`src/design/hwbc_pkg.sv`:
```
`timescale 1ns / 1ps
// ----------------------------------------------------------------------------
// hwbc_pkg
// Shared constants for the hashed window bucket counter: command codes,
// register indexes, field widths and parameter defaults.
// ----------------------------------------------------------------------------
package hwbc_pkg;

    // command codes carried in tuser
    localparam logic [1:0] FUNC_CLEAR = 2'd0;
    localparam logic [1:0] FUNC_ADD   = 2'd1;
    localparam logic [1:0] FUNC_READ  = 2'd2;

    // configuration register indexes
    localparam logic CFG_WINDOW_SIZE = 1'b0;
    localparam logic CFG_THRESHOLD   = 1'b1;

    // field widths
    localparam int FUNC_W   = 2;
    localparam int ITEM_W   = 16;
    localparam int SEL_W    = 7;
    localparam int CNT_W    = 16;
    localparam int WSIZE_W  = 4;
    localparam int THR_W    = 16;
    localparam int CFG_IDX_W  = 1;
    localparam int CFG_DATA_W = 16;
    localparam int S_TDATA_W  = 24;
    localparam int M_TDATA_W  = 24;

    // reset values of the registers
    localparam logic [WSIZE_W-1:0] WSIZE_RST = 4'd2;
    localparam logic [THR_W-1:0]   THR_RST   = 16'd2;

    // hash multiplier
    localparam int HASH_MUL = 31;

    // parameter defaults
    localparam int BUCKETS_DEF    = 101;
    localparam int WINDOW_MAX_DEF = 8;
    localparam int COUNT_BITS_DEF = 16;

endpackage

```
`src/design/hashed_window_bucket_counter_top.sv`:
```
`timescale 1ns / 1ps
// ----------------------------------------------------------------------------
// hashed_window_bucket_counter_top
// Counts hashed sliding-window itemsets of a transaction stream in a table
// of saturating bucket counters kept in a single-port-write memory.
//
// Usage:
//   input stream: tuser = command (clear, add, read), tdata = item and
//   bucket select, tlast = item ends its transaction (add only)
//   output stream: one transaction per read command, tdata = bucket index
//   and count, tuser = frequent flag
//   config channel: index 0 window size, index 1 report threshold; always
//   ready; the user writes it only while the block is idle (not enforced)
// Sequence:
//   read  : the bucket is read from memory at accept and the result goes
//           to the output register once free; then the next item is taken
//   add   : stays idle while the window is not full, else the HASH_A and
//           HASH_B states per window item in the shared hash/modulo unit
//           plus a bucket read and write back
//   clear : one memory entry per cycle
//   reset : a clearing pass with tready low
// A result waits in the output register while the receiver stalls; the
// block keeps taking items and holds only a read until that register frees.
// ----------------------------------------------------------------------------
module hashed_window_bucket_counter_top #(
    parameter int BUCKETS    = hwbc_pkg::BUCKETS_DEF,
    parameter int WINDOW_MAX = hwbc_pkg::WINDOW_MAX_DEF,
    parameter int COUNT_BITS = hwbc_pkg::COUNT_BITS_DEF
) (
    input  logic                             i_clk,
    input  logic                             i_rst_n,
    // input stream
    input  logic                             i_s_tvalid,
    output logic                             o_s_tready,
    // item_value[15:0], bucket_select[22:16], zero [23]
    input  logic [hwbc_pkg::S_TDATA_W-1:0]   i_s_tdata,
    // func[1:0]
    input  logic [hwbc_pkg::FUNC_W-1:0]      i_s_tuser,
    input  logic                             i_s_tlast,
    // output stream
    output logic                             o_m_tvalid,
    input  logic                             i_m_tready,
    // bucket_index[6:0], bucket_count[22:7], zero [23]
    output logic [hwbc_pkg::M_TDATA_W-1:0]   o_m_tdata,
    // is_frequent[0]
    output logic                             o_m_tuser,
    // configuration
    input  logic                             i_cfg_valid,
    output logic                             o_cfg_ready,
    input  logic [hwbc_pkg::CFG_IDX_W-1:0]   i_cfg_index,
    input  logic [hwbc_pkg::CFG_DATA_W-1:0]  i_cfg_data
);

    localparam int H_BITS    = $clog2(BUCKETS);
    localparam int FILL_BITS = $clog2(WINDOW_MAX + 1);
    localparam int IDX_BITS  = (WINDOW_MAX > 1) ? $clog2(WINDOW_MAX) : 1;
    localparam int X_BITS    = $clog2((BUCKETS - 1) * hwbc_pkg::HASH_MUL
                                      + (2 ** hwbc_pkg::ITEM_W));
    localparam logic [X_BITS-1:0] RECIP = X_BITS'((64'd1 << X_BITS) / BUCKETS);
    localparam logic [X_BITS-1:0] BKT_X = X_BITS'(BUCKETS);
    localparam logic [H_BITS-1:0] LAST_BKT = H_BITS'(BUCKETS - 1);
    localparam logic [IDX_BITS-1:0] LAST_IDX = IDX_BITS'(WINDOW_MAX - 1);
    localparam logic [FILL_BITS-1:0] FILL_MAX = FILL_BITS'(WINDOW_MAX);

    localparam logic [2:0] S_CLEAR  = 3'd0;
    localparam logic [2:0] S_IDLE   = 3'd1;
    localparam logic [2:0] S_HASH_A = 3'd2;
    localparam logic [2:0] S_HASH_B = 3'd3;
    localparam logic [2:0] S_BKT_RD = 3'd4;
    localparam logic [2:0] S_BKT_WR = 3'd5;
    localparam logic [2:0] S_RDOUT  = 3'd6;

    logic [2:0]                        r_state;
    logic [hwbc_pkg::WSIZE_W-1:0]      r_wsize;
    logic [hwbc_pkg::THR_W-1:0]        r_thr;
    logic [FILL_BITS-1:0]              r_fill;
    logic [hwbc_pkg::ITEM_W-1:0]       r_win [WINDOW_MAX];
    logic [IDX_BITS-1:0]               r_k;
    logic [H_BITS-1:0]                 r_h;
    logic [H_BITS-1:0]                 r_clr;
    logic [X_BITS-1:0]                 r_x;
    logic [X_BITS-1:0]                 r_q;
    logic [hwbc_pkg::SEL_W-1:0]        r_sel;
    logic                              r_oor;
    logic [COUNT_BITS-1:0]             r_mem [BUCKETS];
    logic [COUNT_BITS-1:0]             r_rd_data;
    logic                              r_out_valid;
    logic [hwbc_pkg::SEL_W-1:0]        r_out_idx;
    logic [hwbc_pkg::CNT_W-1:0]        r_out_cnt;
    logic                              r_out_freq;

    logic                              s_acc;
    logic [hwbc_pkg::FUNC_W-1:0]       func;
    logic [hwbc_pkg::ITEM_W-1:0]       item;
    logic [hwbc_pkg::SEL_W-1:0]        sel;
    logic                              sel_ok;
    logic [FILL_BITS-1:0]              eff_w;
    logic [FILL_BITS-1:0]              n_fill;
    logic                              do_hash;
    logic [X_BITS-1:0]                 n_x;
    logic [2*X_BITS-1:0]               prod;
    logic [X_BITS-1:0]                 qb;
    logic [X_BITS-1:0]                 rem;
    logic [X_BITS-1:0]                 rem_c;
    logic                              out_load;
    logic                              mem_we;
    logic [H_BITS-1:0]                 mem_waddr;
    logic [COUNT_BITS-1:0]             mem_wdata;
    logic                              mem_re;
    logic [H_BITS-1:0]                 mem_raddr;

    assign o_s_tready  = (r_state == S_IDLE);
    assign o_cfg_ready = 1'b1;
    assign s_acc       = i_s_tvalid && o_s_tready;
    assign func        = i_s_tuser;
    assign item        = i_s_tdata[hwbc_pkg::ITEM_W-1:0];
    assign sel         = i_s_tdata[hwbc_pkg::ITEM_W +: hwbc_pkg::SEL_W];
    assign sel_ok      = (32'(sel) < 32'(BUCKETS));

    // effective window size
    always_comb begin
        if (r_wsize == '0) begin
            eff_w = FILL_BITS'(1);
        end else if (32'(r_wsize) > 32'(WINDOW_MAX)) begin
            eff_w = FILL_MAX;
        end else begin
            eff_w = FILL_BITS'(r_wsize);
        end
    end

    assign n_fill  = (r_fill < FILL_MAX) ? r_fill + FILL_BITS'(1) : r_fill;
    assign do_hash = (n_fill >= eff_w);

    // hash step: x = h*31 + item, then x mod BUCKETS by reciprocal
    assign n_x   = X_BITS'(32'(r_h) * 32'(hwbc_pkg::HASH_MUL))
                   + X_BITS'(r_win[r_k]);
    assign prod  = {{X_BITS{1'b0}}, n_x} * {{X_BITS{1'b0}}, RECIP};
    assign qb    = r_q * BKT_X;
    assign rem   = r_x - qb;
    assign rem_c = (rem >= BKT_X) ? rem - BKT_X : rem;

    assign out_load = (r_state == S_RDOUT) && (!r_out_valid || i_m_tready);

    // memory port control
    always_comb begin
        mem_we    = 1'b0;
        mem_waddr = r_h;
        mem_wdata = '0;
        mem_re    = 1'b0;
        mem_raddr = r_h;
        unique case (r_state)
            S_CLEAR: begin
                mem_we    = 1'b1;
                mem_waddr = r_clr;
            end
            S_IDLE: begin
                mem_re    = s_acc && (func == hwbc_pkg::FUNC_READ) && sel_ok;
                mem_raddr = H_BITS'(sel);
            end
            S_BKT_RD: begin
                mem_re = 1'b1;
            end
            S_BKT_WR: begin
                mem_we    = 1'b1;
                mem_wdata = (&r_rd_data) ? r_rd_data : r_rd_data + COUNT_BITS'(1);
            end
            default: begin
            end
        endcase
    end

    always_ff @(posedge i_clk) begin
        if (mem_we) begin
            r_mem[mem_waddr] <= mem_wdata;
        end
        if (mem_re) begin
            r_rd_data <= r_mem[mem_raddr];
        end
    end

    // configuration registers
    always_ff @(posedge i_clk) begin
        if (!i_rst_n) begin
            r_wsize <= hwbc_pkg::WSIZE_RST;
            r_thr   <= hwbc_pkg::THR_RST;
        end else if (i_cfg_valid && o_cfg_ready) begin
            unique case (i_cfg_index)
                hwbc_pkg::CFG_WINDOW_SIZE: r_wsize <= i_cfg_data[hwbc_pkg::WSIZE_W-1:0];
                hwbc_pkg::CFG_THRESHOLD:   r_thr   <= i_cfg_data[hwbc_pkg::THR_W-1:0];
                default: begin
                end
            endcase
        end
    end

    // window shift line
    always_ff @(posedge i_clk) begin
        if (s_acc && (func == hwbc_pkg::FUNC_ADD)) begin
            for (int i = 0; i < WINDOW_MAX - 1; i++) begin
                r_win[i] <= r_win[i+1];
            end
            r_win[WINDOW_MAX-1] <= item;
        end
    end

    // sequencer
    always_ff @(posedge i_clk) begin
        if (!i_rst_n) begin
            r_state <= S_CLEAR;
            r_clr   <= '0;
            r_fill  <= '0;
        end else begin
            unique case (r_state)
                S_CLEAR: begin
                    r_clr <= r_clr + H_BITS'(1);
                    if (r_clr == LAST_BKT) begin
                        r_state <= S_IDLE;
                    end
                end
                S_IDLE: begin
                    if (s_acc) begin
                        unique case (func)
                            hwbc_pkg::FUNC_CLEAR: begin
                                r_clr   <= '0;
                                r_state <= S_CLEAR;
                            end
                            hwbc_pkg::FUNC_ADD: begin
                                r_fill <= i_s_tlast ? '0 : n_fill;
                                r_h    <= '0;
                                r_k    <= IDX_BITS'(32'(WINDOW_MAX) - 32'(eff_w));
                                if (do_hash) begin
                                    r_state <= S_HASH_A;
                                end
                            end
                            hwbc_pkg::FUNC_READ: begin
                                r_sel   <= sel;
                                r_oor   <= !sel_ok;
                                r_state <= S_RDOUT;
                            end
                            default: begin
                            end
                        endcase
                    end
                end
                S_HASH_A: begin
                    r_x     <= n_x;
                    r_q     <= prod[2*X_BITS-1:X_BITS];
                    r_state <= S_HASH_B;
                end
                S_HASH_B: begin
                    r_h <= H_BITS'(rem_c);
                    if (r_k == LAST_IDX) begin
                        r_state <= S_BKT_RD;
                    end else begin
                        r_k     <= r_k + IDX_BITS'(1);
                        r_state <= S_HASH_A;
                    end
                end
                S_BKT_RD: begin
                    r_state <= S_BKT_WR;
                end
                S_BKT_WR: begin
                    r_state <= S_IDLE;
                end
                S_RDOUT: begin
                    if (out_load) begin
                        r_state <= S_IDLE;
                    end
                end
                default: begin
                    r_state <= S_IDLE;
                end
            endcase
        end
    end

    // output register
    always_ff @(posedge i_clk) begin
        if (!i_rst_n) begin
            r_out_valid <= 1'b0;
        end else if (out_load) begin
            r_out_valid <= 1'b1;
        end else if (i_m_tready) begin
            r_out_valid <= 1'b0;
        end
    end

    always_ff @(posedge i_clk) begin
        if (out_load) begin
            r_out_idx  <= r_sel;
            r_out_cnt  <= r_oor ? '0 : hwbc_pkg::CNT_W'(r_rd_data);
            r_out_freq <= !r_oor && (32'(r_rd_data) >= 32'(r_thr));
        end
    end

    assign o_m_tvalid = r_out_valid;
    assign o_m_tdata  = {1'b0, r_out_cnt, r_out_idx};
    assign o_m_tuser  = r_out_freq;

endmodule
```
`config.mk`:
```
export PLATFORM = sky130hd
export DESIGN_NAME = hashed_window_bucket_counter_top
export DESIGN_NICKNAME = d
export VERILOG_FILES = /design/src/design/hwbc_pkg.sv /design/src/design/hashed_window_bucket_counter_top.sv
export SDC_FILE = /design/constraint.sdc
export NUM_CORES = 2
export LEC_CHECK = 0
export ABC_AREA = 1
export BUFFER_PORTS_ARGS = -buffer_cell sky130_fd_sc_hd__buf_2
export CORE_ASPECT_RATIO = 0.6
export CORE_MARGIN = 2
export CORE_UTILIZATION = 60
export CTS_BUF_LIST = sky130_fd_sc_hd__clkbuf_4
export DETAILED_ROUTE_END_ITERATION = 12
export PLACE_DENSITY = 0.76
export SETUP_SLACK_MARGIN = 0.15
export SYNTH_ARGS = -nofsm -noshare
export SYNTH_HDL_FRONTEND = slang
export SYNTH_SLANG_ARGS = --single-unit
```
`constraint.sdc`:
```
create_clock -name i_clk -period 17.35 [get_ports i_clk]
set_clock_uncertainty 0.1 [all_clocks]
set_input_delay 3.47 -clock i_clk [delete_from_list [all_inputs] [get_ports i_clk]]
set_output_delay 3.47 -clock i_clk [all_outputs]
set_load 0.005 [all_outputs]
```
==> run_summary.xml <==
<?xml version="1.0" encoding="UTF-8"?>
<metrics>
  <group name="place">
    <metric name="port_buffers" unit="">73</metric>
    <metric name="detailedPlace.worstSlack" unit="ns">7.92</metric>
    <metric name="globalplace.congestion" unit="">0.931</metric>
    <metric name="dpl_cell_area" unit="um2">88100</metric>
    <metric name="place_hpwl" unit="um">132000</metric>
  </group>
  <group name="logic_synthesis">
    <metric name="synth-seq-area-share" unit="%">65.0</metric>
    <metric name="yosys.cell_types.count" unit="">48</metric>
    <metric name="synth_enable_flop_cells" unit="">1830</metric>
    <metric name="asyncSetResetFlopFracSynth" unit="%">0</metric>
    <metric name="syn-mean-instance-area" unit="um2">10.4</metric>
    <metric name="yosys_most_used_dff" unit="">edfxtp_1</metric>
    <metric name="synthCells" unit="">8226</metric>
    <metric name="yosys_warnings" unit="">0</metric>
    <metric name="ys_seq_elements" unit="">1868</metric>
    <metric name="synth_fp_nets" unit="">8540</metric>
    <metric name="synth.cell_area" unit="um2">85800</metric>
  </group>
  <group name="critical_path">
    <metric name="reg2reg_slack" unit="ns">7.63</metric>
    <metric name="worstSetupEndpointType" unit="">flop</metric>
    <metric name="cpMostUsedCell" unit="">inv_1</metric>
    <metric name="worstPathMaxFanout" unit="">65</metric>
    <metric name="critPathArrivalTime" unit="ns">10.63</metric>
    <metric name="regToRegEndpoint" unit="">r_q[8]$_DFFE_PP_</metric>
    <metric name="data_required_time_of_the_worst_path" unit="ns">18.26</metric>
    <metric name="worstSetupStartpointType" unit="">flop</metric>
    <metric name="setup.worst_path.end" unit="">r_q[8]$_DFFE_PP_</metric>
    <metric name="reg2reg_depth" unit="">34</metric>
    <metric name="critical-path-slowest-cell" unit="">xor2_1</metric>
    <metric name="setup.worst_path.class" unit="">reg2reg</metric>
    <metric name="worst_path_largest_cell_delay" unit="ns">0.58</metric>
  </group>
  <group name="pwr">
    <metric name="ir_drop" unit="mV">0.0471</metric>
    <metric name="p_per_area" unit="nW/um2">89.4</metric>
    <metric name="leakagePower" unit="uW">0.0397</metric>
  </group>
  <group name="timing">
    <metric name="finalHoldViolations" unit="">0</metric>
    <metric name="clock.fmax" unit="GHz">0.103</metric>
    <metric name="tightest_slew" unit="ns">1.26</metric>
    <metric name="fin_setup_tns" unit="ns">0</metric>
    <metric name="finalMaxSlewViolations" unit="">0</metric>
    <metric name="post-route-period-util" unit="%">56.0</metric>
    <metric name="postLayoutSetupSlackWorst" unit="ns">7.63</metric>
    <metric name="setup_repair_after_global_routing_missed_its_margin" unit="">false</metric>
    <metric name="setup_violations" unit="">0</metric>
    <metric name="slew-limit-headroom" unit="%">15.1</metric>
    <metric name="min_period" unit="ns">9.72</metric>
  </group>
  <group name="clocking">
    <metric name="clock_h_tree_levels" unit="">5</metric>
    <metric name="clkSlewWorstSetupHoldPaths" unit="ns">0.07</metric>
    <metric name="post_cts_hold_buffer_count" unit="">0</metric>
    <metric name="insertion_delay" unit="ns">1.42</metric>
    <metric name="clock_tree_from_tritoncts" unit="">done</metric>
    <metric name="cts_root_buf" unit="">clkbuf_4</metric>
    <metric name="number_of_clock_sinks" unit="">1868</metric>
    <metric name="ctsLongestPathBuffers" unit="">4</metric>
    <metric name="cts_resized" unit="">0</metric>
    <metric name="cts_setup_buffers" unit="">0</metric>
    <metric name="cts_inserted_buffers" unit="">431</metric>
  </group>
  <group name="cells_and_area">
    <metric name="commonest_non_fill_non_tap_cells_in_the_layout" unit="">2334 x nand2_1, 1830 x edfxtp_1, 1259 x inv_1, 1205 x nand3_1, 622 x clkbuf_4</metric>
    <metric name="num-nets-final" unit="">8825</metric>
    <metric name="finalInstanceArea" unit="um2">93200</metric>
    <metric name="mostFrequentLayoutCell" unit="">nand2_1</metric>
    <metric name="post_route_cells_drive_above_1_share" unit="%">10.7</metric>
    <metric name="layout_area_growth_over_synthesis" unit="%">8.69</metric>
  </group>
  <group name="grt">
    <metric name="wire_length_of_the_first_global_routing_pass" unit="um">339000</metric>
    <metric name="grt_start_max_net_pins" unit="">199</metric>
    <metric name="grt_overflow_total" unit="">0</metric>
    <metric name="grt.total_usage" unit="%">30.4</metric>
    <metric name="number_of_global_route_vias_before_repair" unit="">57900</metric>
    <metric name="initial_antenna_violation_count" unit="">11</metric>
  </group>
  <group name="die">
    <metric name="initial_utilization" unit="%">60.4</metric>
    <metric name="die_y" unit="um">297</metric>
    <metric name="placementRows" unit="">107</metric>
    <metric name="io_pins" unit="">77</metric>
    <metric name="floorplan.die_area" unit="um2">146000</metric>
    <metric name="placeableCoreArea" unit="um2">142000</metric>
    <metric name="die-width" unit="um">492</metric>
  </group>
  <group name="detailed_routing">
    <metric name="vias_per_cell" unit="">5.69</metric>
    <metric name="antenna_violating_nets_post_route" unit="">0</metric>
    <metric name="first_pass_iters" unit="">9</metric>
    <metric name="avgRoutedWirePerCell" unit="um">20.9</metric>
    <metric name="remaining_drc_errors" unit="">0</metric>
    <metric name="drt_iter0_markers" unit="">9165</metric>
    <metric name="vias_after_detailed_routing" unit="">60900</metric>
    <metric name="wirelength" unit="um">224000</metric>
  </group>
  <group name="flow_run">
    <metric name="drv.max_cap_violation_count" unit="">0</metric>
  </group>
  <group name="min_path">
    <metric name="path_class_of_the_lowest_slack_min_delay_path" unit="">reg2reg</metric>
  </group>
  <group name="outcome">
    <metric name="status" unit="">finished clean</metric>
  </group>
</metrics>
[metal layers]
metal  GRT usage, %  share of wire [%]
met2           42.0                 41
met5              0              0.015
met4           9.63                2.4
met1           46.0                 42
met3           9.38                 15
[worst max-delay path, delay by kind of cell, from the launching register on]
kind / cells / cell delay (ns)
buffers and inverters: 9 / 1.78
AND/OR/NAND/NOR: 5 / 0.79
flip-flops: 1 / 0.32
XOR/XNOR: 2 / 0.73
adder cells (fa/ha/maj): 8 / 3.45
AO/OA/AOI/OAI: 10 / 2.08
[cells in the mapped netlist (2+ instances only)]
| library cell | number | share of area [%] |
|---|---|---|
| a21oi_1 | 92 | 0.54 |
| o221ai_1 | 7 | 0.071 |
| o21ai_1 | 18 | 0.11 |
| clkbuf_1 | 72 | 0.32 |
| conb_1 | 2 | 0.0088 |
| nand4_1 | 19 | 0.14 |
| o22ai_1 | 32 | 0.23 |
| nand2_1 | 2335 | 10 |
| nor3_1 | 31 | 0.18 |
| a21o_1 | 4 | 0.035 |
| nand2_2 | 2 | 0.015 |
| clkinv_1 | 2 | 0.0088 |
| nor2_4 | 2 | 0.026 |
| buf_4 | 51 | 0.45 |
| xnor2_1 | 11 | 0.11 |
| buf_6 | 18 | 0.24 |
| inv_2 | 7 | 0.031 |
| o21bai_1 | 4 | 0.035 |
| dfxtp_1 | 38 | 0.89 |
| a31oi_1 | 17 | 0.12 |
| o21ai_2 | 4 | 0.041 |
| nand3_1 | 1205 | 7.0 |
| o211ai_1 | 71 | 0.62 |
| nand3b_1 | 3 | 0.026 |
| o21a_1 | 4 | 0.035 |
| a211oi_1 | 8 | 0.070 |
| edfxtp_1 | 1830 | 64 |
| buf_1 | 25 | 0.11 |
| inv_1 | 1268 | 5.5 |
| ha_1 | 197 | 2.9 |
| o21ai_0 | 169 | 0.99 |
| fa_1 | 68 | 1.6 |
| buf_2 | 226 | 1.3 |
| nor4_1 | 11 | 0.080 |
| nor3b_1 | 3 | 0.026 |
| xor2_1 | 23 | 0.23 |
| nor2_1 | 336 | 1.5 |
[power breakdown]
| group | leakage (uW) | internal, uW | switching [uW] |
|---|---|---|---|
| Combinational | 0.0190 | 22.7 | 59.7 |
| Sequential | 0.0177 | 4890 | 4.48 |
| Clock | 0.00307 | 1660 | 1700 |
[kinds of logic after synthesis]
| logic type | share of synthesized area, % |
|---|---|
| AND/OR/NAND/NOR | 19.2 |
| other | 0.00876 |
| XOR/XNOR | 0.347 |
| flip-flops | 65.0 |
| AO/OA/AOI/OAI | 2.96 |
| buffers and inverters | 8.01 |
| adder cells (fa/ha/maj) | 4.46 |
| multiplexers | 0.0131 |
[how the worst min path moves through the flow]
stage                        endpoint  slack (ns)  cells past startpoint                  start
2_1_floorplan  r_out_idx[0]$_DFFE_PP_        0.30                      0     r_sel[0]$_DFFE_PP_
3_3_place_gp   r_out_idx[4]$_DFFE_PP_        0.30                      0     r_sel[4]$_DFFE_PP_
3_5_place_dp   r_out_idx[4]$_DFFE_PP_        0.31                      0     r_sel[4]$_DFFE_PP_
4_1_cts         r_win[2][8]$_DFFE_PP_        0.30                      0  r_win[3][8]$_DFFE_PP_
5_1_grt         r_win[2][8]$_DFFE_PP_        0.31                      0  r_win[3][8]$_DFFE_PP_
6_report       r_out_idx[0]$_DFFE_PP_        0.30                      0     r_sel[0]$_DFFE_PP_
[state kept, by name, indices dropped and copies added, names as in the netlist, named ones only]
name,flops
r_sel,7
r_wsize,4
r_out_cnt,16
r_fill,4
r_h,7
r_out_idx,7
r_x,17
r_q,11
r_clr,7
r_win,128
r_mem,1616
r_thr,16
r_k,3
r_state,3
o_m_tuser,1
o_m_tvalid,1
r_rd_data,16
r_oor,1
[area by class of cell]
| cell class | instances | area, um2 |
|---|---|---|
| Inverter | 1277 | 4830 |
| Multi-Input combinational cell | 4689 | 23400 |
| Clock inverter | 94 | 443 |
| Sequential cell | 1868 | 55700 |
| Clock buffer | 622 | 4670 |
| Timing Repair Buffer | 244 | 1760 |
| Fill cell | 10600 | 48700 |
| Tap cell | 1907 | 2390 |
| Antenna cell | 11 | 27.5 |
[through the flow]
stage          hold WS (ns)  instances  power, uW  util (%)
2_1_floorplan         0.300       8226       5040         -
3_3_place_gp          0.303       9985       5070      62.1
3_5_place_dp          0.307       9985       5070      62.1
4_1_cts               0.300      10700       8370      65.7
5_1_grt               0.310      10700       8600      65.7
6_report              0.295      10700       8340      65.7
No activity file was read; power rests on OpenSTA's default activity.
